## config.mk

```make
export PLATFORM = sky130hd
export DESIGN_NAME = reserved_opcode_range_matcher_top
export DESIGN_NICKNAME = d
export VERILOG_FILES = /design/src/rorm_pkg.sv /design/src/reserved_opcode_range_matcher_top.sv /design/src/rorm_ram.sv
export SDC_FILE = /design/constraint.sdc
export NUM_CORES = 1
export LEC_CHECK = 0
export ABC_AREA = 0
export BUFFER_PORTS_ARGS = -buffer_cell sky130_fd_sc_hd__buf_2
export CAP_MARGIN = 10
export CORE_ASPECT_RATIO = 1.4
export CORE_MARGIN = 2
export CORE_UTILIZATION = 45
export DETAILED_ROUTE_END_ITERATION = 6
export PLACE_DENSITY = 0.61
export SLEW_MARGIN = 20
export SYNTH_ARGS = -nofsm -noshare
export SYNTH_HDL_FRONTEND = slang
export SYNTH_SLANG_ARGS = --single-unit
export TNS_END_PERCENT = 10
```

## constraint.sdc

```tcl
create_clock -name clk -period 9.7 [get_ports clk]
set_clock_uncertainty 0.05 [all_clocks]
set_input_delay 0.97 -clock clk [delete_from_list [all_inputs] [get_ports clk]]
set_output_delay 0.97 -clock clk [all_outputs]
set_load 0.05 [all_outputs]
```

## src/rorm_pkg.sv

```systemverilog
`default_nettype none

package rorm_pkg;

  typedef enum logic [1:0] {
    CMD_RESERVE = 2'd0,
    CMD_CLEAR   = 2'd1,
    CMD_CHECK   = 2'd2
  } cmd_t;

  typedef enum logic [1:0] {
    REASON_UNKNOWN    = 2'd0,
    REASON_MMU_ABSENT = 2'd1,
    REASON_FPU_ABSENT = 2'd2
  } reason_t;

  typedef enum logic [1:0] {
    ST_IDLE,
    ST_SCAN,
    ST_DRAIN
  } state_t;

  typedef enum logic [1:0] {
    REG_MMU_PRESENT = 2'd0,
    REG_CPU_040     = 2'd1,
    REG_FPU_PRESENT = 2'd2
  } reg_idx_t;

  localparam int unsigned WORD_W   = 16;
  localparam int unsigned COP_LSB  = 9;
  localparam int unsigned COP_W    = 3;
  localparam logic [COP_W-1:0] COP_MMU = 3'd0;
  localparam logic [COP_W-1:0] COP_FPU = 3'd1;
  localparam logic [WORD_W-1:0] PAGE_MASK   = 16'hFF00;
  localparam logic [WORD_W-1:0] PAGE_MMU040 = 16'hF500;

  function automatic reason_t fline_reason(input logic [WORD_W-1:0] word,
                                           input logic mmu_present,
                                           input logic cpu_040,
                                           input logic fpu_present);
    logic [COP_W-1:0] cop;
    reason_t          res;
    cop = word[COP_LSB +: COP_W];
    res = REASON_UNKNOWN;
    if (!mmu_present && cop == COP_MMU) begin
      res = REASON_MMU_ABSENT;
    end else if (!mmu_present && cpu_040 && (word & PAGE_MASK) == PAGE_MMU040) begin
      res = REASON_MMU_ABSENT;
    end else if (cop == COP_FPU && !fpu_present) begin
      res = REASON_FPU_ABSENT;
    end
    return res;
  endfunction

endpackage

`default_nettype wire

```

## src/reserved_opcode_range_matcher_top.sv

```systemverilog
`default_nettype none

// reserved opcode range matcher
// keeps up to MAX_RANGES inclusive 16-bit opcode ranges in a synchronous ram
// and answers one command per transaction on the in_ channel:
//   reserve appends [in_range_start, in_range_end]; status 1 when end < start
//   or the table is full; clear empties the table; check tests in_opcode_word
//   against every stored range and gives the line-f reason
// a transaction is accepted at a clock edge with start high and busy low
// each result is shown for one cycle with out_valid high; the receiver cannot
// stall, so nothing is held back
// reserve, clear and check on an empty table: result in the next cycle, busy
// stays low, so a new transaction can follow every cycle
// check with N stored ranges: the ram is read one entry per cycle, so busy
// is high through the scan and drain states, and the result is registered after drain
// config registers sit on the apb port: mmu_present at 0x0,
// cpu_is_040_or_later at 0x4, fpu_present at 0x8; write only while idle
// reset (rst_n low, synchronous) empties the table and clears the config registers;
// table contents are not cleared and are only read below the fill count
module reserved_opcode_range_matcher_top #(
  parameter int unsigned MAX_RANGES = 16
) (
  input  wire logic        clk,
  input  wire logic        rst_n,
  input  wire logic        start,
  output logic             busy,
  input  wire logic [1:0]  in_cmd,
  input  wire logic [15:0] in_range_start,
  input  wire logic [15:0] in_range_end,
  input  wire logic [15:0] in_opcode_word,
  output logic             out_valid,
  output logic             out_status,
  output logic             out_is_reserved,
  output logic [1:0]       out_fline_reason,
  input  wire logic        psel,
  input  wire logic        penable,
  input  wire logic        pwrite,
  input  wire logic [3:0]  paddr,
  input  wire logic [31:0] pwdata,
  output logic [31:0]      prdata,
  output logic             pready
);

  localparam int unsigned IDX_W = (MAX_RANGES > 1) ? $clog2(MAX_RANGES) : 1;
  localparam int unsigned CNT_W = $clog2(MAX_RANGES + 1);
  localparam int unsigned ENT_W = 2 * rorm_pkg::WORD_W;

  rorm_pkg::state_t  state_r, state_nxt;
  logic [CNT_W-1:0]  count_r, count_nxt;
  logic [IDX_W-1:0]  idx_r, idx_nxt;
  logic              pend_r, pend_nxt;
  logic              hit_r, hit_nxt;
  logic [15:0]       word_r, word_nxt;
  rorm_pkg::reason_t reason_r, reason_nxt;

  logic              mmu_r, cpu040_r, fpu_r;

  logic              out_valid_r, out_valid_nxt;
  logic              out_status_r, out_status_nxt;
  logic              out_hit_r, out_hit_nxt;
  logic [1:0]        out_reason_r, out_reason_nxt;

  logic              accept;
  logic              cfg_wr;
  logic              ram_we, ram_re;
  logic [IDX_W-1:0]  ram_waddr;
  logic [ENT_W-1:0]  ram_wdata, ram_rdata;
  logic              match;
  logic              idx_last;

  rorm_ram #(
    .WIDTH (ENT_W),
    .DEPTH (MAX_RANGES)
  ) u_ram (
    .clk   (clk),
    .we    (ram_we),
    .waddr (ram_waddr),
    .wdata (ram_wdata),
    .re    (ram_re),
    .raddr (idx_r),
    .rdata (ram_rdata)
  );

  // config port
  assign pready = 1'b1;
  assign cfg_wr = psel && penable && pwrite && pready;

  always_ff @(posedge clk) begin
    if (!rst_n) begin
      mmu_r    <= 1'b0;
      cpu040_r <= 1'b0;
      fpu_r    <= 1'b0;
    end else if (cfg_wr) begin
      case (rorm_pkg::reg_idx_t'(paddr[3:2]))
        rorm_pkg::REG_MMU_PRESENT: mmu_r    <= pwdata[0];
        rorm_pkg::REG_CPU_040:     cpu040_r <= pwdata[0];
        rorm_pkg::REG_FPU_PRESENT: fpu_r    <= pwdata[0];
        default: ;
      endcase
    end
  end

  always_comb begin
    prdata = '0;
    case (rorm_pkg::reg_idx_t'(paddr[3:2]))
      rorm_pkg::REG_MMU_PRESENT: prdata[0] = mmu_r;
      rorm_pkg::REG_CPU_040:     prdata[0] = cpu040_r;
      rorm_pkg::REG_FPU_PRESENT: prdata[0] = fpu_r;
      default:                   prdata    = '0;
    endcase
  end

  // command handling
  assign busy     = (state_r != rorm_pkg::ST_IDLE);
  assign accept   = start && !busy;
  assign match    = (word_r >= ram_rdata[rorm_pkg::WORD_W-1:0]) &&
                    (word_r <= ram_rdata[ENT_W-1:rorm_pkg::WORD_W]);
  assign idx_last = ((CNT_W'(idx_r) + CNT_W'(1)) == count_r);

  assign ram_waddr = count_r[IDX_W-1:0];
  assign ram_wdata = {in_range_end, in_range_start};

  always_comb begin
    state_nxt      = state_r;
    count_nxt      = count_r;
    idx_nxt        = idx_r;
    pend_nxt       = 1'b0;
    hit_nxt        = hit_r;
    word_nxt       = word_r;
    reason_nxt     = reason_r;
    out_valid_nxt  = 1'b0;
    out_status_nxt = 1'b0;
    out_hit_nxt    = 1'b0;
    out_reason_nxt = rorm_pkg::REASON_UNKNOWN;
    ram_we         = 1'b0;
    ram_re         = 1'b0;

    case (state_r)
      rorm_pkg::ST_IDLE: begin
        if (accept) begin
          out_valid_nxt = 1'b1;
          case (rorm_pkg::cmd_t'(in_cmd))
            rorm_pkg::CMD_RESERVE: begin
              if (in_range_end < in_range_start || count_r >= CNT_W'(MAX_RANGES)) begin
                out_status_nxt = 1'b1;
              end else begin
                ram_we    = 1'b1;
                count_nxt = count_r + CNT_W'(1);
              end
            end
            rorm_pkg::CMD_CLEAR: begin
              count_nxt = '0;
            end
            rorm_pkg::CMD_CHECK: begin
              word_nxt   = in_opcode_word;
              reason_nxt = rorm_pkg::fline_reason(in_opcode_word, mmu_r, cpu040_r, fpu_r);
              if (count_r == '0) begin
                out_reason_nxt = reason_nxt;
              end else begin
                out_valid_nxt = 1'b0;
                idx_nxt       = '0;
                hit_nxt       = 1'b0;
                state_nxt     = rorm_pkg::ST_SCAN;
              end
            end
            default: ;
          endcase
        end
      end
      rorm_pkg::ST_SCAN: begin
        ram_re   = 1'b1;
        pend_nxt = 1'b1;
        if (pend_r && match) begin
          hit_nxt = 1'b1;
        end
        if (idx_last) begin
          state_nxt = rorm_pkg::ST_DRAIN;
        end else begin
          idx_nxt = idx_r + IDX_W'(1);
        end
      end
      rorm_pkg::ST_DRAIN: begin
        out_valid_nxt  = 1'b1;
        out_hit_nxt    = hit_r || (pend_r && match);
        out_reason_nxt = reason_r;
        state_nxt      = rorm_pkg::ST_IDLE;
      end
      default: begin
        state_nxt = rorm_pkg::ST_IDLE;
      end
    endcase
  end

  always_ff @(posedge clk) begin
    if (!rst_n) begin
      state_r     <= rorm_pkg::ST_IDLE;
      count_r     <= '0;
      pend_r      <= 1'b0;
      out_valid_r <= 1'b0;
    end else begin
      state_r     <= state_nxt;
      count_r     <= count_nxt;
      pend_r      <= pend_nxt;
      out_valid_r <= out_valid_nxt;
    end
  end

  always_ff @(posedge clk) begin
    idx_r        <= idx_nxt;
    hit_r        <= hit_nxt;
    word_r       <= word_nxt;
    reason_r     <= reason_nxt;
    out_status_r <= out_status_nxt;
    out_hit_r    <= out_hit_nxt;
    out_reason_r <= out_reason_nxt;
  end

  assign out_valid        = out_valid_r;
  assign out_status       = out_status_r;
  assign out_is_reserved  = out_hit_r;
  assign out_fline_reason = out_reason_r;

`ifndef ASSERT_OFF
  a_result_when_idle: assert property (@(posedge clk) disable iff (!rst_n)
    out_valid |-> !busy)
    else $error("result strobe while busy");

  a_count_bound: assert property (@(posedge clk) disable iff (!rst_n)
    count_r <= CNT_W'(MAX_RANGES))
    else $error("range count above table depth");

  a_check_scans: assert property (@(posedge clk) disable iff (!rst_n)
    (accept && in_cmd == rorm_pkg::CMD_CHECK && count_r != '0) |=> (busy && !out_valid))
    else $error("check on filled table did not start a scan");

  a_other_one_cycle: assert property (@(posedge clk) disable iff (!rst_n)
    (accept && in_cmd != rorm_pkg::CMD_CHECK) |=> (out_valid && !busy))
    else $error("non-check transaction missed its result");

  a_scan_in_range: assert property (@(posedge clk) disable iff (!rst_n)
    (state_r == rorm_pkg::ST_SCAN) |-> (CNT_W'(idx_r) < count_r))
    else $error("scan index beyond fill count");
`endif

endmodule

`default_nettype wire

```

## src/rorm_ram.sv

```systemverilog
`default_nettype none

module rorm_ram #(
  parameter int unsigned WIDTH = 32,
  parameter int unsigned DEPTH = 16
) (
  input  wire logic                                    clk,
  input  wire logic                                    we,
  input  wire logic [((DEPTH > 1) ? $clog2(DEPTH) : 1)-1:0] waddr,
  input  wire logic [WIDTH-1:0]                        wdata,
  input  wire logic                                    re,
  input  wire logic [((DEPTH > 1) ? $clog2(DEPTH) : 1)-1:0] raddr,
  output logic      [WIDTH-1:0]                        rdata
);

  logic [WIDTH-1:0] mem [DEPTH];

  always_ff @(posedge clk) begin
    if (we) begin
      mem[waddr] <= wdata;
    end
    if (re) begin
      rdata <= mem[raddr];
    end
  end

endmodule

`default_nettype wire
```

After elaboration in Yosys (flattened, before gate mapping):

Memory sizes are Yosys's and may differ from the RTL's. A register that Yosys moved wholly into a read port is not among the register bits.
Cells that the tools add are included.

* magnitude comparators: 4
* reductions and logical operators: 31
* equal/unequal tests: 16
* multiplexer cells: 37
* $add $sub $neg: 3

Operators with widths (number)
* 2-bit 2-to-1 mux: 10
* 16-bit >= comparator: 1
* 16-bit <= comparator: 1
* 16-bit less-than comparator: 1
* 4-bit 2-to-1 mux: 4
* 1-bit 2-to-1 mux: 15
* 2-bit inequality test (second input constant): 6
* 5-bit one-hot mux with 2 select lines: 1
* 5-bit AND reduction: 2
* 1-bit logical AND: 9
* 8-bit == test (second input constant): 1
* 2-bit one-hot mux with 2 select lines: 2
* 4-bit one-hot mux with 2 select lines: 1
* 4-bit AND reduction: 2
* 2-bit by 1-bit == test with 1-bit output (second input constant): 3
* 2-bit == test (second input constant): 3
* 2-bit logical NOT: 3
* 2-bit AND reduction: 3
* 3-bit AND reduction: 2
* 2-bit nonzero test: 3
* 4-bit by 1-bit adder with 5-bit output (second input constant): 1
* 5-bit by 1-bit adder with 5-bit output (second input constant): 1
* 5-bit == test: 1
* 5-bit >= comparator (second input constant): 1
* 10 further kinds: 14

* memory bits (writable): 512
* register bits after elaboration: 39
* output and inout port bits: 39
* word-level logic and storage cells: 106
* memories: 1

Memory list
* u_ram.mem: words 16, width 32, rd ports 1, clocked after memory_dff 1, write ports 1, line rorm_ram.sv:16 `logic [WIDTH-1:0] mem [DEPTH];`

Longest topological paths before layout:

Gate-level depths: netlist of run 1.

* depth in word-level cells: 9
* mapped depth: 9

Modules after synthesis:

Synthesis of run 1 repeated with hierarchy kept, for this count alone.

* cells, all modules: 1173
* area, all modules: 23242.3 um2

Modules (own cells, without submodules)
* rorm_ram: area an instance 20155.6 um2, cells each 838, times used 1
* reserved_opcode_range_matcher_top: area an instance 3086.7 um2, cells each 335, times used 1

Worst setup path before layout of run 1:

OpenSTA, ideal clock, no wires.

* path kind: input port to flip-flop
* start: in in_range_start[5]
* end: mem u_ram.mem[4][0] (enable)
* path slack: 5.392 ns
* required time: 9.229 ns
* arrival time: 3.837 ns
* stages: 8
* cell sequence: inv_1 ha_1 nand2_1 or3_1 o221ai_2 a21oi_1 or4_4 nor2_1

* longest elaborated chain between the ends: 8

RTL lines
* from (decl): line reserved_opcode_range_matcher_top.sv:28 `input wire logic [15:0] in_range_start,`
* 16-bit less-than comparator: line reserved_opcode_range_matcher_top.sv:144 `if (in_range_end < in_range_start || count_r >= CNT_W'(MAX_RANGES)) begin`
* 1-bit logical OR: line reserved_opcode_range_matcher_top.sv:144
* 1-bit 2-to-1 mux: line reserved_opcode_range_matcher_top.sv:144
* 1-bit 2-to-1 mux: line reserved_opcode_range_matcher_top.sv:142 `case (rorm_pkg::cmd_t'(in_cmd))`
* 1-bit 2-to-1 mux: line reserved_opcode_range_matcher_top.sv:140 `if (accept) begin`
* 1-bit 2-to-1 mux: line reserved_opcode_range_matcher_top.sv:138 `case (state_r)`
* 1-bit 2-to-1 mux: line rorm_ram.sv:19 `if (we) begin`
* 1-bit 2-to-1 mux (implied by the code): line rorm_ram.sv:20 `mem[waddr] <= wdata;`
* to (decl): line rorm_ram.sv:16

Every way passes these cells.

Final worst setup path of run 1:

* start: in in_range_start[15]
* end: mem u_ram.mem[14][7] (enable)

Same word-level chain as after synthesis.

==> metrics.log, run 1 <==
[metrics] max-capacitance violation count: 0
[metrics] clock tree from TritonCTS: built
[metrics] layout overhead on the synthesized area: 11.69%
[metrics] total overflow reported by the global router: 0
[metrics] launching element type of the critical path: input port
[metrics] flip-flop cell with the highest count after synthesis: edfxtp_1
[metrics] Pint: 0.003897 W
[metrics] number of placed instances, taps included: 1793
[metrics] classification of the worst-slack hold path: reg -> reg
[metrics] Setup WS post-layout: about 5.5 ns
[metrics] highest clock frequency the design can meet: 239.1 MHz
[metrics] data required time of the critical path: roughly 9.9 ns
[metrics] unrepaired setup endpoints after global routing: false
[metrics] core region area: between 50000 and 60000 µm²
[metrics] shortest clock period the worst path allows after layout: 4.182 ns
[metrics] worst path cell trace: buf_2 -> inv_1 -> ha_1 -> nand4_1 -> nor4_1 -> a21o_1 -> nand3_1 -> nor2_4 -> buf_4
[metrics] remaining antenna violation count: 0
[metrics] commonest non-fill, non-tap cell in the layout: edfxtp_1
[metrics] count of final setup violators: 0
[metrics] register-to-register setup slack: 6.29 ns
[metrics] Resize count post-CTS: 0
[metrics] reported net switching power: 0.001003 W
[metrics] final layout net count: 1341
[metrics] power per cell area: roughly 190 nW/µm²
[metrics] worst slack at placement: 4.916 ns
[metrics] maximum number of pins on one net before global-route repair: 131
[metrics] clock input transition at the sequential cells of the worst setup and hold paths: 0.06 ns
[metrics] hold_buf cts: 0
[metrics] count of mapped cells out of synthesis: 1098
[metrics] buffers inserted by post-CTS timing repair: 0
[metrics] end point of the worst hold path: out_fline_reason[1]
[metrics] root cell of the clock tree: clkbuf_16
[metrics] vias per inst: roughly 5.7
[metrics] clock network fraction of total power: 40.7%
[metrics] HP Start: state_r[0]
[metrics] Die Wd: 196.5 µm
[metrics] flops & latches, synth: 583
[metrics] vias after detailed routing: ~11k
[metrics] cell depth of the worst hold path: 1
[metrics] number of distinct library cells after synthesis: 58
[metrics] combinational cell fraction of total power: 2.8%
[metrics] total iterations of the first detailed-routing run: 5
[metrics] area of placed instances: approximately 24000 µm²
[metrics] via count of the first global-routing pass: 11.12k
[metrics] area share of the leading cell type in the synthesized netlist: about 73%
[metrics] estimated wirelength of the detail-placed design: between 20000 and 30000 µm
[metrics] CTS sink cnt: 583
[metrics] Final Cell Area: 26080 µm²
[metrics] CTS H-tree lvls: 2
[metrics] starting density of the core: between 40% and 50%
[metrics] utilization of the core after routing: around half
[metrics] worst slew slack as a fraction of its limit: 27.30%
[metrics] sequential cell fraction of total power: 56.5%
[metrics] Switching Share: between 20% and 30%
[metrics] largest cells by area after synthesis: edfxtp_1 73%, mux4_2 15%, ha_1 2.8%, dfxtp_1 1.4%, buf_4 1.1%
[metrics] proportion of layout cells with a drive suffix above 1: 28.12%
[metrics] startpoint of the most critical register-to-register path: count_r[4]
[metrics] mean area per synthesized cell: 21.26 µm²
[metrics] post-synthesis cell type with the largest combined area: edfxtp_1
[metrics] Die Outline Area: roughly 54000 µm²
[metrics] Bufs on Longest Clock Path: 3
[metrics] commonest cells after routing, fill and taps aside: 567 x edfxtp_1, 160 x mux4_2, 65 x buf_2
[metrics] R2R cell count: 5
[metrics] clock latency reported for the late side of the worst-skew pair: approximately 0.59 ns
[metrics] GP Congestion: 0.8103
[metrics] cell with the largest stage delay on the worst path: nor4_1
[metrics] proportion of synthesized chip area in sequential cells: 74.30%
[metrics] number of antenna violations at the first check in global routing: 4
[metrics] count of flip-flops with a built-in enable after synthesis: 567
[metrics] ant diodes: 0
[metrics] accumulated negative setup slack: 0 ns
[metrics] worst-margin pin slew: about 1.1 ns
[metrics] number of DRC violations after detailed-routing iteration 0: 1022
[metrics] data arrival time of the worst path: 4.36 ns
[metrics] number of placement rows: 98
[metrics] count of final hold-check violations: 0
[metrics] leakage component of the power: about 8.6 nW
[metrics] number of warnings reported in the yosys synthesis log: 0
[metrics] height of the die: roughly 270 µm
[metrics] worst ir drop on vdd: between 0.0001 and 0.00015 V
[metrics] detail-routed net length per standard cell: around 27 µm
[metrics] result of the run: finished clean
[metrics] residual DRC count: 0
[metrics] peak fanout along the critical path: 24
[metrics] share of the cycle needed by the critical path after routing: a little over two fifths
[metrics] Syn Std Cell Area: about 23000 µm²
[metrics] Port-buffer cells: 65
[metrics] path type of the worst setup path: in -> reg
[metrics] global-route wire length before repair: 74260 µm
[metrics] share of flip-flops with an asynchronous set or reset: 0%
[metrics] capture instance of the worst register-to-register path: u_ram.mem[14][7]
[metrics] Routed Wire Length: just over 50000 µm
[metrics] Inserted Clock Buffers: 52
[metrics] Setup crit end kind: flop
[metrics] pins over their slew limit: 0
[metrics] Cell Count, Final, Fillers Out: about 1.9k
[metrics] biggest cell delay along the critical path: 0.68 ns
[metrics] All-Layer GR Usage: 19.35%
[metrics] IO Pins: 131
## layout make-up
class                   count  area [µm²]
multi-input cells         417        5547
flip-flops and latches    583       17350
inverters                  55       206.4
repair buffers             88       523.0
clock inverters            34       292.8
fillers                  4009       25060
well taps                 650       813.3
clock buffers              64        1346
## metal layers
metal  track usage (%)  vias to the layer above  wire [µm]
met5                 0                        -         47
met1             25.37                     5763      20510
li1                  -                     4656          -
met3             2.871                       81       2643
met2             33.72                      358      26680
met4             5.682                        8       1179
## kinds of logic after synthesis
group           after synthesis  share of synthesized area, %
buf+inv                     128                         2.958
flops                       583                         74.30
other cells                   2                       0.03217
mux                         164                         15.61
fa+ha+maj                    52                         2.787
simple gates                105                         2.305
compound gates               59                         1.790
xor+xnor                      5                        0.2198
## critical path: cells and delay by family
| kind | cells | cell delay, ns |
|---|---|---|
| AND/OR/NAND/NOR | 4 | 1.72 |
| buffers and inverters | 3 | 0.90 |
| adder cells (fa/ha/maj) | 1 | 0.33 |
| AO/OA/AOI/OAI | 1 | 0.41 |
## flip-flops by register name (all words and copies together) (netlist names)
| register | cells |
|---|---|
| u_ram.mem | 512 |
| u_ram.rdata | 32 |
| word_r | 16 |
| count_r | 5 |
| idx_r | 4 |
| out_fline_reason | 2 |
| reason_r | 2 |
| state_r | 2 |
| cpu040_r | 1 |
| fpu_r | 1 |
| hit_r | 1 |
| mmu_r | 1 |
| out_is_reserved | 1 |
| out_status | 1 |
| out_valid | 1 |
| pend_r | 1 |
## synthesized netlist by cell type (4+ instances only)
cell,n
a211oi_1,6
a21oi_1,17
and2_1,6
buf_1,10
buf_2,9
buf_4,33
buf_6,10
clkbuf_1,11
dfxtp_1,16
edfxtp_1,567
ha_1,52
inv_1,54
mux2i_1,4
mux4_2,160
nand2_1,15
nand3_1,11
nand4_1,8
nor2_1,37
nor3_1,6
o21ai_0,7
## worst max path at each step
| stage | startpoint | to | slack [ns] | cells after the start |
|---|---|---|---|---|
| 2_1_floorplan | in_range_start[5] | u_ram.mem[4][0] | 5.39 | 8 |
| 3_3_place_gp | in_range_start[15] | u_ram.mem[8][0] | 4.98 | 9 |
| 3_5_place_dp | in_range_start[15] | u_ram.mem[14][7] | 4.92 | 9 |
| 4_1_cts | in_range_start[15] | u_ram.mem[14][1] | 5.52 | 9 |
| 5_1_grt | in_range_start[15] | u_ram.mem[14][0] | 5.31 | 9 |
| 6_report | in_range_start[15] | u_ram.mem[14][7] | 5.52 | 9 |
## power by group through the flow
stage,Combinational (W),Sequential [W],Clock [W]
final,0.000137,0.00277,0.00199
after global routing,0.000149,0.00277,0.00213
after CTS,0.000138,0.00277,0.00203
after detailed placement,0.000137,0.00282,0
after global placement,0.000132,0.00282,0
after floorplan,0.0000815,0.00283,0
## metrics by stage
stage	hold WS (ns)	power, W
finish	0.4477	0.004900
global route	0.4632	0.005043
CTS	0.4525	0.004940
detailed placement	0.4311	0.002960
global placement	0.4238	0.002956
floorplan	0.3992	0.002907
Note: power is estimated with default switching activity, not from simulation.
==> run 2, diff against run 1 <==
==> constraint.sdc (replaced) <==
create_clock -name clk -period 4.2 [get_ports clk]
set_clock_uncertainty 0.05 [all_clocks]
set_input_delay 0.42 -clock clk [delete_from_list [all_inputs] [get_ports clk]]
set_output_delay 0.42 -clock clk [all_outputs]
set_load 0.05 [all_outputs]
==> run 2 against run 1 <==
  * Critical path depth rose by 1
  * Final area is 2.1% higher
  * Critical path type unchanged
  * Non-clock buffer count increased by 40
  * Utilization increased by 1.1 points
==> metrics.log, run 2 (same netlist as run 1, synthesis figures left out) <==
[metrics] result of the run: finished clean (unchanged)
[metrics] max FFs per register: 512 (unchanged)
[metrics] peak fanout along the critical path: 13 (was 24)
[metrics] Die Wd: 196.5 µm (unchanged)
[metrics] end point of the worst hold path: out_valid (was out_fline_reason[1])
[metrics] R2R cell count: 5 (unchanged)
[metrics] share of the cycle needed by the critical path after routing: about 85%
[metrics] max-capacitance violation count: 0 (unchanged)
[metrics] accumulated negative setup slack: 0 ns (unchanged)
[metrics] clock latency reported for the late side of the worst-skew pair: 0.61 ns (was 0.59 ns)
[metrics] path type of the worst setup path: in -> reg (unchanged)
[metrics] Cell Count, Final, Fillers Out: 1930 (was 1891)
[metrics] classification of the worst-slack hold path: in -> reg (was reg -> reg)
[metrics] clock tree from TritonCTS: built (unchanged)
[metrics] Die Outline Area: 53740 µm² (unchanged)
[metrics] height of the die: 273.5 µm (unchanged)
[metrics] remaining antenna violation count: 0 (unchanged)
[metrics] GP Congestion: 0.8014 (was 0.8103)
[metrics] vias per inst: 5.697 (was 5.746)
[metrics] commonest cells after routing, fill and taps aside: 567 x edfxtp_1, 160 x mux4_2, 65 x buf_2, 55 x clkbuf_16 (was 567 x edfxtp_1, 160 x mux4_2, 65 x buf_2)
[metrics] ant diodes: 0 (unchanged)
[metrics] combined area of the multi-input logic cells: 5547 µm² (unchanged)
[metrics] worst hold-check slack: 0.06920 ns (was 0.4477 ns)
[metrics] total iterations of the first detailed-routing run: 5 (unchanged)
[metrics] total overflow reported by the global router: 0 (unchanged)
[metrics] buffers inserted by post-CTS timing repair: 0 (unchanged)
[metrics] biggest regs: u_ram.mem x512, u_ram.rdata x32, word_r x16 (unchanged)
[metrics] leakage component of the power: 8.768 nW (was 8.552 nW)
[metrics] detail-routed net length per standard cell: 26.87 µm (was 27.00 µm)
[metrics] cell with the largest stage delay on the worst path: nor4_1 (unchanged)
[metrics] number of placement rows: 98 (unchanged)
[metrics] unrepaired setup endpoints after global routing: false (unchanged)
[metrics] Port-buffer cells: 65 (unchanged)
[metrics] data required time of the critical path: 4.45 ns (was 9.87 ns)
[metrics] estimated wirelength of the detail-placed design: 29790 µm (was 28270 µm)
[metrics] number of placed instances, taps included: 1814 (was 1793)
[metrics] worst-margin pin slew: 0.8581 ns (was 1.090 ns)
[metrics] highest clock frequency the design can meet: 279.6 MHz
[metrics] proportion of layout cells with a drive suffix above 1: 28.28% (was 28.12%)
[metrics] All-Layer GR Usage: 19.87% (was 19.35%)
[metrics] via count of the first global-routing pass: 11.46k (was 11.12k)
[metrics] layout overhead on the synthesized area: 14.08% (was 11.69%)
[metrics] worst path cell trace: dlygate4sd3_1 -> buf_2 -> inv_1 -> ha_1 -> nand2_1 -> nor4_1 -> a21o_1 -> nand4_1 -> nor2_4 -> buf_12 (was buf_2 -> inv_1 -> ha_1 -> nand4_1 -> nor4_1 -> a21o_1 -> nand3_1 -> nor2_4 -> buf_4)
[metrics] IO Pins: 131 (unchanged)
[metrics] count of final hold-check violations: 0 (unchanged)
[metrics] Inserted Clock Buffers: 54 (was 52)
[metrics] shortest clock period the worst path allows after layout: 3.576 ns
[metrics] launching element type of the critical path: input port (unchanged)
[metrics] cell depth of the worst hold path: 3 (was 1)
[metrics] data arrival time of the worst path: 3.82 ns (was 4.36 ns)
[metrics] register-to-register setup slack: 1.10 ns (was 6.29 ns)
[metrics] maximum number of pins on one net before global-route repair: 78 (was 131)
[metrics] HP Start: start (was state_r[0])
[metrics] clock input transition at the sequential cells of the worst setup and hold paths: 0.06 ns (about the same)
[metrics] Routed Wire Length: 51850 µm (was 51070 µm)
[metrics] CTS H-tree lvls: 2 (unchanged)
[metrics] capture instance of the worst register-to-register path: u_ram.mem[11][1] (was u_ram.mem[14][7])
[metrics] number of DRC violations after detailed-routing iteration 0: 888 (was 1022)
[metrics] root cell of the clock tree: clkbuf_16 (unchanged)
[metrics] startpoint of the most critical register-to-register path: count_r[4] (unchanged)
[metrics] Bufs on Longest Clock Path: 3 (unchanged)
[metrics] starting density of the core: 45.66% (unchanged)
[metrics] worst slew slack as a fraction of its limit: 42.79% (was 27.30%)
[metrics] biggest cell delay along the critical path: 0.66 ns (was 0.68 ns)
[metrics] Most flops, register: u_ram.mem (unchanged)
[metrics] core region area: 51130 µm² (unchanged)
[metrics] overall power: 0.01127 W (was 0.004900 W)
[metrics] CTS sink cnt: 583 (unchanged)
[metrics] global-route wire length before repair: 76680 µm (was 74260 µm)
[metrics] vias after detailed routing: 11.00k (was 10.87k)
[metrics] final layout net count: 1383 (was 1341)
[metrics] number of antenna violations at the first check in global routing: 2 (was 4)
[metrics] count of final setup violators: 0 (unchanged)
[metrics] residual DRC count: 0 (unchanged)
[metrics] fill cell instance count of the final layout: 3945 (was 4009)
[metrics] Setup crit end kind: flop (unchanged)
[metrics] sequential cell area: 17350 µm² (unchanged)
[metrics] pins over their slew limit: 0 (unchanged)
[metrics] worst ir drop on vdd: 0.0003365 V (was 0.0001145 V)
[metrics] power per cell area: 423.1 nW/µm² (was 187.9 nW/µm²)
[metrics] commonest non-fill, non-tap cell in the layout: edfxtp_1 (unchanged)
[metrics] worst setup path startpoint: in_range_start[10] (was in_range_start[15])
[run 2: area by class of cell]
| cell class | count | share of cell area, % |
|---|---|---|
| timing repair buffer | 128 | 4.209 |
| inverter | 55 | 0.7752 |
| clock inverter | 25 | 0.5966 |
| tap | 650 | 3.054 |
| multi-input combinational | 417 | 20.83 |
| clock buffer | 72 | 5.407 |
| sequential | 583 | 65.13 |
[run 2: metal layers]
metal | vias up | global-route usage, % | wire length [µm]
li1 | 4743 | - | -
met1 | 5847 | 25.26 | 20560
met5 | - | 0 | 21
met2 | 329 | 35.67 | 27540
met4 | 4 | 4.864 | 1022
met3 | 72 | 3.302 | 2702
[run 2: worst max path at each step]
| stage | endpoint | cells past startpoint |
|---|---|---|
| final | u_ram.mem[11][1] | 10 |
| after global routing | u_ram.mem[11][4] | 10 |
| after CTS | u_ram.mem[11][0] | 10 |
| after detailed placement | u_ram.mem[11][4] | 9 |
| after global placement | u_ram.mem[11][4] | 9 |
| after floorplan | u_ram.mem[4][0] | 8 |
[run 2: repair_timing]
action                    CTS  global route
hold endpoints to repair   19             0
hold buffers               19             0
gates resized for setup     0             0
[run 2: power breakdown]
part	total [W]	switching (W)	leakage, nW	internal, W
logic	0.000337	0.000243	2.76	0.0000936
registers	0.00640	0.00000885	5.23	0.00639
clock network	0.00453	0.00207	0.778	0.00247
total	0.0113	0.00232	8.77	0.00895
[run 2: stage by stage]
step | util [%] | area [µm²] | setup slack (ns)
floorplan | - | 23460 | 0.4418
global placement | 48.59 | 24840 | 0.4127
detailed placement | 48.59 | 24840 | 0.3028
CTS | 52.09 | 26630 | 0.6484
global route | 52.09 | 26630 | 0.3478
finish | 52.09 | 26630 | 0.6239
[run 2: critical path, delay by kind of cell]
kind | cells | cell delay [ns]
simple gates | 4 | 1.66
buf+inv | 4 | 1.02
fa+ha+maj | 1 | 0.30
compound gates | 1 | 0.39
==> run 3, diff against run 2 <==
--- a/config.mk
+++ b/config.mk
@@ -8,11 +8,14 @@
 export ABC_AREA = 0
 export BUFFER_PORTS_ARGS = -buffer_cell sky130_fd_sc_hd__buf_2
 export CAP_MARGIN = 10
+export CELL_PAD_IN_SITES_DETAIL_PLACEMENT = 0
+export CELL_PAD_IN_SITES_GLOBAL_PLACEMENT = 2
 export CORE_ASPECT_RATIO = 1.4
 export CORE_MARGIN = 2
 export CORE_UTILIZATION = 45
+export CTS_BUF_LIST = sky130_fd_sc_hd__clkbuf_4 sky130_fd_sc_hd__clkbuf_8 sky130_fd_sc_hd__clkbuf_16
 export DETAILED_ROUTE_END_ITERATION = 6
-export PLACE_DENSITY = 0.61
+export PLACE_DENSITY = 0.74
 export SLEW_MARGIN = 20
 export SYNTH_ARGS = -nofsm -noshare
 export SYNTH_HDL_FRONTEND = slang
==> run 3 against run 2 <==
  * Register-to-register slack gained 0.16 ns
  * Combinational power shrank 1%
  * Critical path depth shrank 1
  * Cell count is essentially flat
  * Utilization grew 0.35 points
  * Hold slack lost 0.036 ns
  * Critical path type unchanged
==> metrics.log, run 3 (same netlist as run 1, synthesis figures left out) <==
[metrics] result of the run: finished clean (unchanged)
[metrics] HP Start: in_range_start[10] (was start)
[metrics] global-route met3 utilization: 2.908% (was 3.302%)
[metrics] GR met1 Demand/Resource: 24.97% (was 25.26%)
[metrics] Most flops, register: u_ram.mem (unchanged)
[metrics] proportion of layout cells with a drive suffix above 1: 29.99% (was 28.28%)
[metrics] pins over their slew limit: 0 (unchanged)
[metrics] count of final setup violators: 0 (unchanged)
[metrics] clock tree from TritonCTS: built (unchanged)
[metrics] cell depth of the worst hold path: 1 (was 3)
[metrics] max FFs per register: 512 (unchanged)
[metrics] global-route wire length before repair: 74420 µm (was 76680 µm)
[metrics] path type of the worst setup path: in -> reg (unchanged)
[metrics] number of placement rows: 98 (unchanged)
[metrics] Cell Count, Final, Fillers Out: 1929 (was 1930)
[metrics] biggest cell delay along the critical path: 0.65 ns (was 0.66 ns)
[metrics] power per cell area: 438.2 nW/µm² (was 423.1 nW/µm²)
[metrics] unrepaired setup endpoints after global routing: false (unchanged)
[metrics] root cell of the clock tree: clkbuf_16 (unchanged)
[metrics] clock input transition at the sequential cells of the worst setup and hold paths: 0.06 ns (about the same)
[metrics] global routing usage on met2: 33.21% (was 35.67%)
[metrics] starting density of the core: 45.66% (unchanged)
[metrics] IO Pins: 131 (unchanged)
[metrics] residual DRC count: 0 (unchanged)
[metrics] peak fanout along the critical path: 21 (was 13)
[metrics] CTS sink cnt: 583 (unchanged)
[metrics] number of placed instances, taps included: 1812 (was 1814)
[metrics] data arrival time of the worst path: 3.49 ns (was 3.82 ns)
[metrics] number of antenna violations at the first check in global routing: 4 (was 2)
[metrics] commonest cells after routing, fill and taps aside: 567 x edfxtp_1, 160 x mux4_2, 65 x buf_2, 55 x clkbuf_16, 53 x inv_1 (was 567 x edfxtp_1, 160 x mux4_2, 65 x buf_2, 55 x clkbuf_16)
[metrics] hold_buf cts: 16 (was 19)
[metrics] worst path cell trace: buf_2 -> inv_1 -> ha_1 -> nand4_1 -> nor4_1 -> a21o_1 -> nand4_1 -> nor2_4 -> buf_12 (was dlygate4sd3_1 -> buf_2 -> inv_1 -> ha_1 -> nand2_1 -> nor4_1 -> a21o_1 -> nand4_1 -> nor2_4 -> buf_12)
[metrics] worst setup path startpoint: in_range_start[15] (was in_range_start[10])
[metrics] worst slew slack as a fraction of its limit: 41.29% (was 42.79%)
[metrics] CTS H-tree lvls: 2 (unchanged)
[metrics] via count of the first global-routing pass: 11.24k (was 11.46k)
[metrics] GP Congestion: 0.7923 (was 0.8014)
[metrics] layout overhead on the synthesized area: 14.85% (was 14.08%)
[metrics] worst-margin pin slew: 0.8807 ns (was 0.8581 ns)
[metrics] accumulated negative setup slack: 0 ns (unchanged)
[metrics] core region area: 51130 µm² (unchanged)
[metrics] cell with the largest stage delay on the worst path: nor4_1 (unchanged)
[metrics] total iterations of the first detailed-routing run: 5 (unchanged)
[metrics] share of the cycle needed by the critical path after routing: 77.56% (was 85.14%)
[metrics] detail-routed net length per standard cell: 25.96 µm (was 26.87 µm)
[metrics] Die Wd: 196.5 µm (unchanged)
[metrics] launching element type of the critical path: input port (unchanged)
[metrics] estimated wirelength of the detail-placed design: 29920 µm (was 29790 µm)
[metrics] maximum number of pins on one net before global-route repair: 129 (was 78)
[metrics] count of final hold-check violations: 0 (unchanged)
[metrics] Setup crit end kind: flop (unchanged)
[metrics] total overflow reported by the global router: 0 (unchanged)
[metrics] gr busiest metal: met2 (unchanged)
[metrics] Resize count post-CTS: 0 (unchanged)
[metrics] Die Outline Area: 53740 µm² (unchanged)
[metrics] cell type with the highest occurrence count on the critical path: nand4_1
[metrics] startpoint of the most critical register-to-register path: count_r[4] (unchanged)
[metrics] vias after detailed routing: 10.74k (was 11.00k)
[metrics] All-Layer GR Usage: 19.24% (was 19.87%)
[metrics] final layout net count: 1379 (was 1383)
[metrics] worst hold-check slack: 0.03326 ns (was 0.06920 ns)
[metrics] highest clock frequency the design can meet: 307.0 MHz (was 279.6 MHz)
[metrics] clock latency reported for the late side of the worst-skew pair: 0.59 ns (was 0.61 ns)
[metrics] remaining antenna violation count: 0 (unchanged)
[metrics] Inserted Clock Buffers: 55 (was 54)
[metrics] max-capacitance violation count: 0 (unchanged)
[metrics] number of DRC violations after detailed-routing iteration 0: 974 (was 888)
[metrics] Routed Wire Length: 50070 µm (was 51850 µm)
[metrics] worst ir drop on vdd: 0.0003470 V (was 0.0003365 V)
[metrics] data required time of the critical path: 4.43 ns (was 4.45 ns)
[metrics] height of the die: 273.5 µm (unchanged)
[metrics] buffers inserted by post-CTS timing repair: 0 (unchanged)
[metrics] Bufs on Longest Clock Path: 3 (unchanged)
[metrics] commonest non-fill, non-tap cell in the layout: edfxtp_1 (unchanged)
[metrics] biggest regs: u_ram.mem x512, u_ram.rdata x32, word_r x16 (unchanged)
[metrics] classification of the worst-slack hold path: in -> reg (unchanged)
[metrics] Port-buffer cells: 65 (unchanged)
[metrics] leakage component of the power: 8.873 nW (was 8.768 nW)
[metrics] R2R cell count: 5 (unchanged)
[metrics] shortest clock period the worst path allows after layout: 3.257 ns (was 3.576 ns)
[metrics] vias per inst: 5.569 (was 5.697)
-- run 3: worst max-delay path: cells and delay by family --
kind,cells,cell delay (ns)
AOI/OAI and AO/OA,1,0.40
buffers and inverters,3,0.63
and+or+nand+nor,4,1.67
adders and majority gates,1,0.33
-- run 3: area by class of cell --
type / instances / area (µm²)
Timing Repair Buffer: 123 / 1064
Fill cell: 3959 / 24320
Clock buffer: 63 / 1436
Clock inverter: 36 / 395.4
Multi-Input combinational cell: 417 / 5547
Antenna cell: 2 / 5.005
Tap cell: 650 / 813.3
Inverter: 55 / 206.4
Sequential cell: 583 / 17350
-- run 3: final timing paths --
kind                                             to  slack [ns]
worst max-delay path              u_ram.mem[10][12]        0.94
worst min-delay path               u_ram.mem[8][10]        0.03
worst max register to register    u_ram.mem[10][12]        1.26
worst min register to register  out_fline_reason[0]        0.45
-- run 3: stage by stage --
stage / cell area (µm²) / utilization, % / setup WS (ns) / power, W
after global routing: 26810 / 52.43 / 0.7030 / 0.01210
after CTS: 26810 / 52.43 / 0.9080 / 0.01187
final: 26810 / 52.44 / 0.9426 / 0.01175
after floorplan: 23460 / - / 0.4418 / 0.006713
after detailed placement: 24820 / 48.53 / 0.2802 / 0.006847
after global placement: 24820 / 48.53 / 0.3686 / 0.006836
-- run 3: metal layers --
metal	vias up	part of all wire, %	wire (µm)
li1	4734	-	-
met1	5672	41	20540
met2	244	52	25920
met3	88	4.2	2123
met4	4	2.9	1466
met5	-	0.064	32
-- run 3: power breakdown --
group	switching (W)	total, W	internal (W)	leakage (nW)
clock network	0.00212	0.00502	0.00290	0.900
logic	0.000241	0.000333	0.0000917	2.74
registers	0.00000945	0.00640	0.00639	5.23
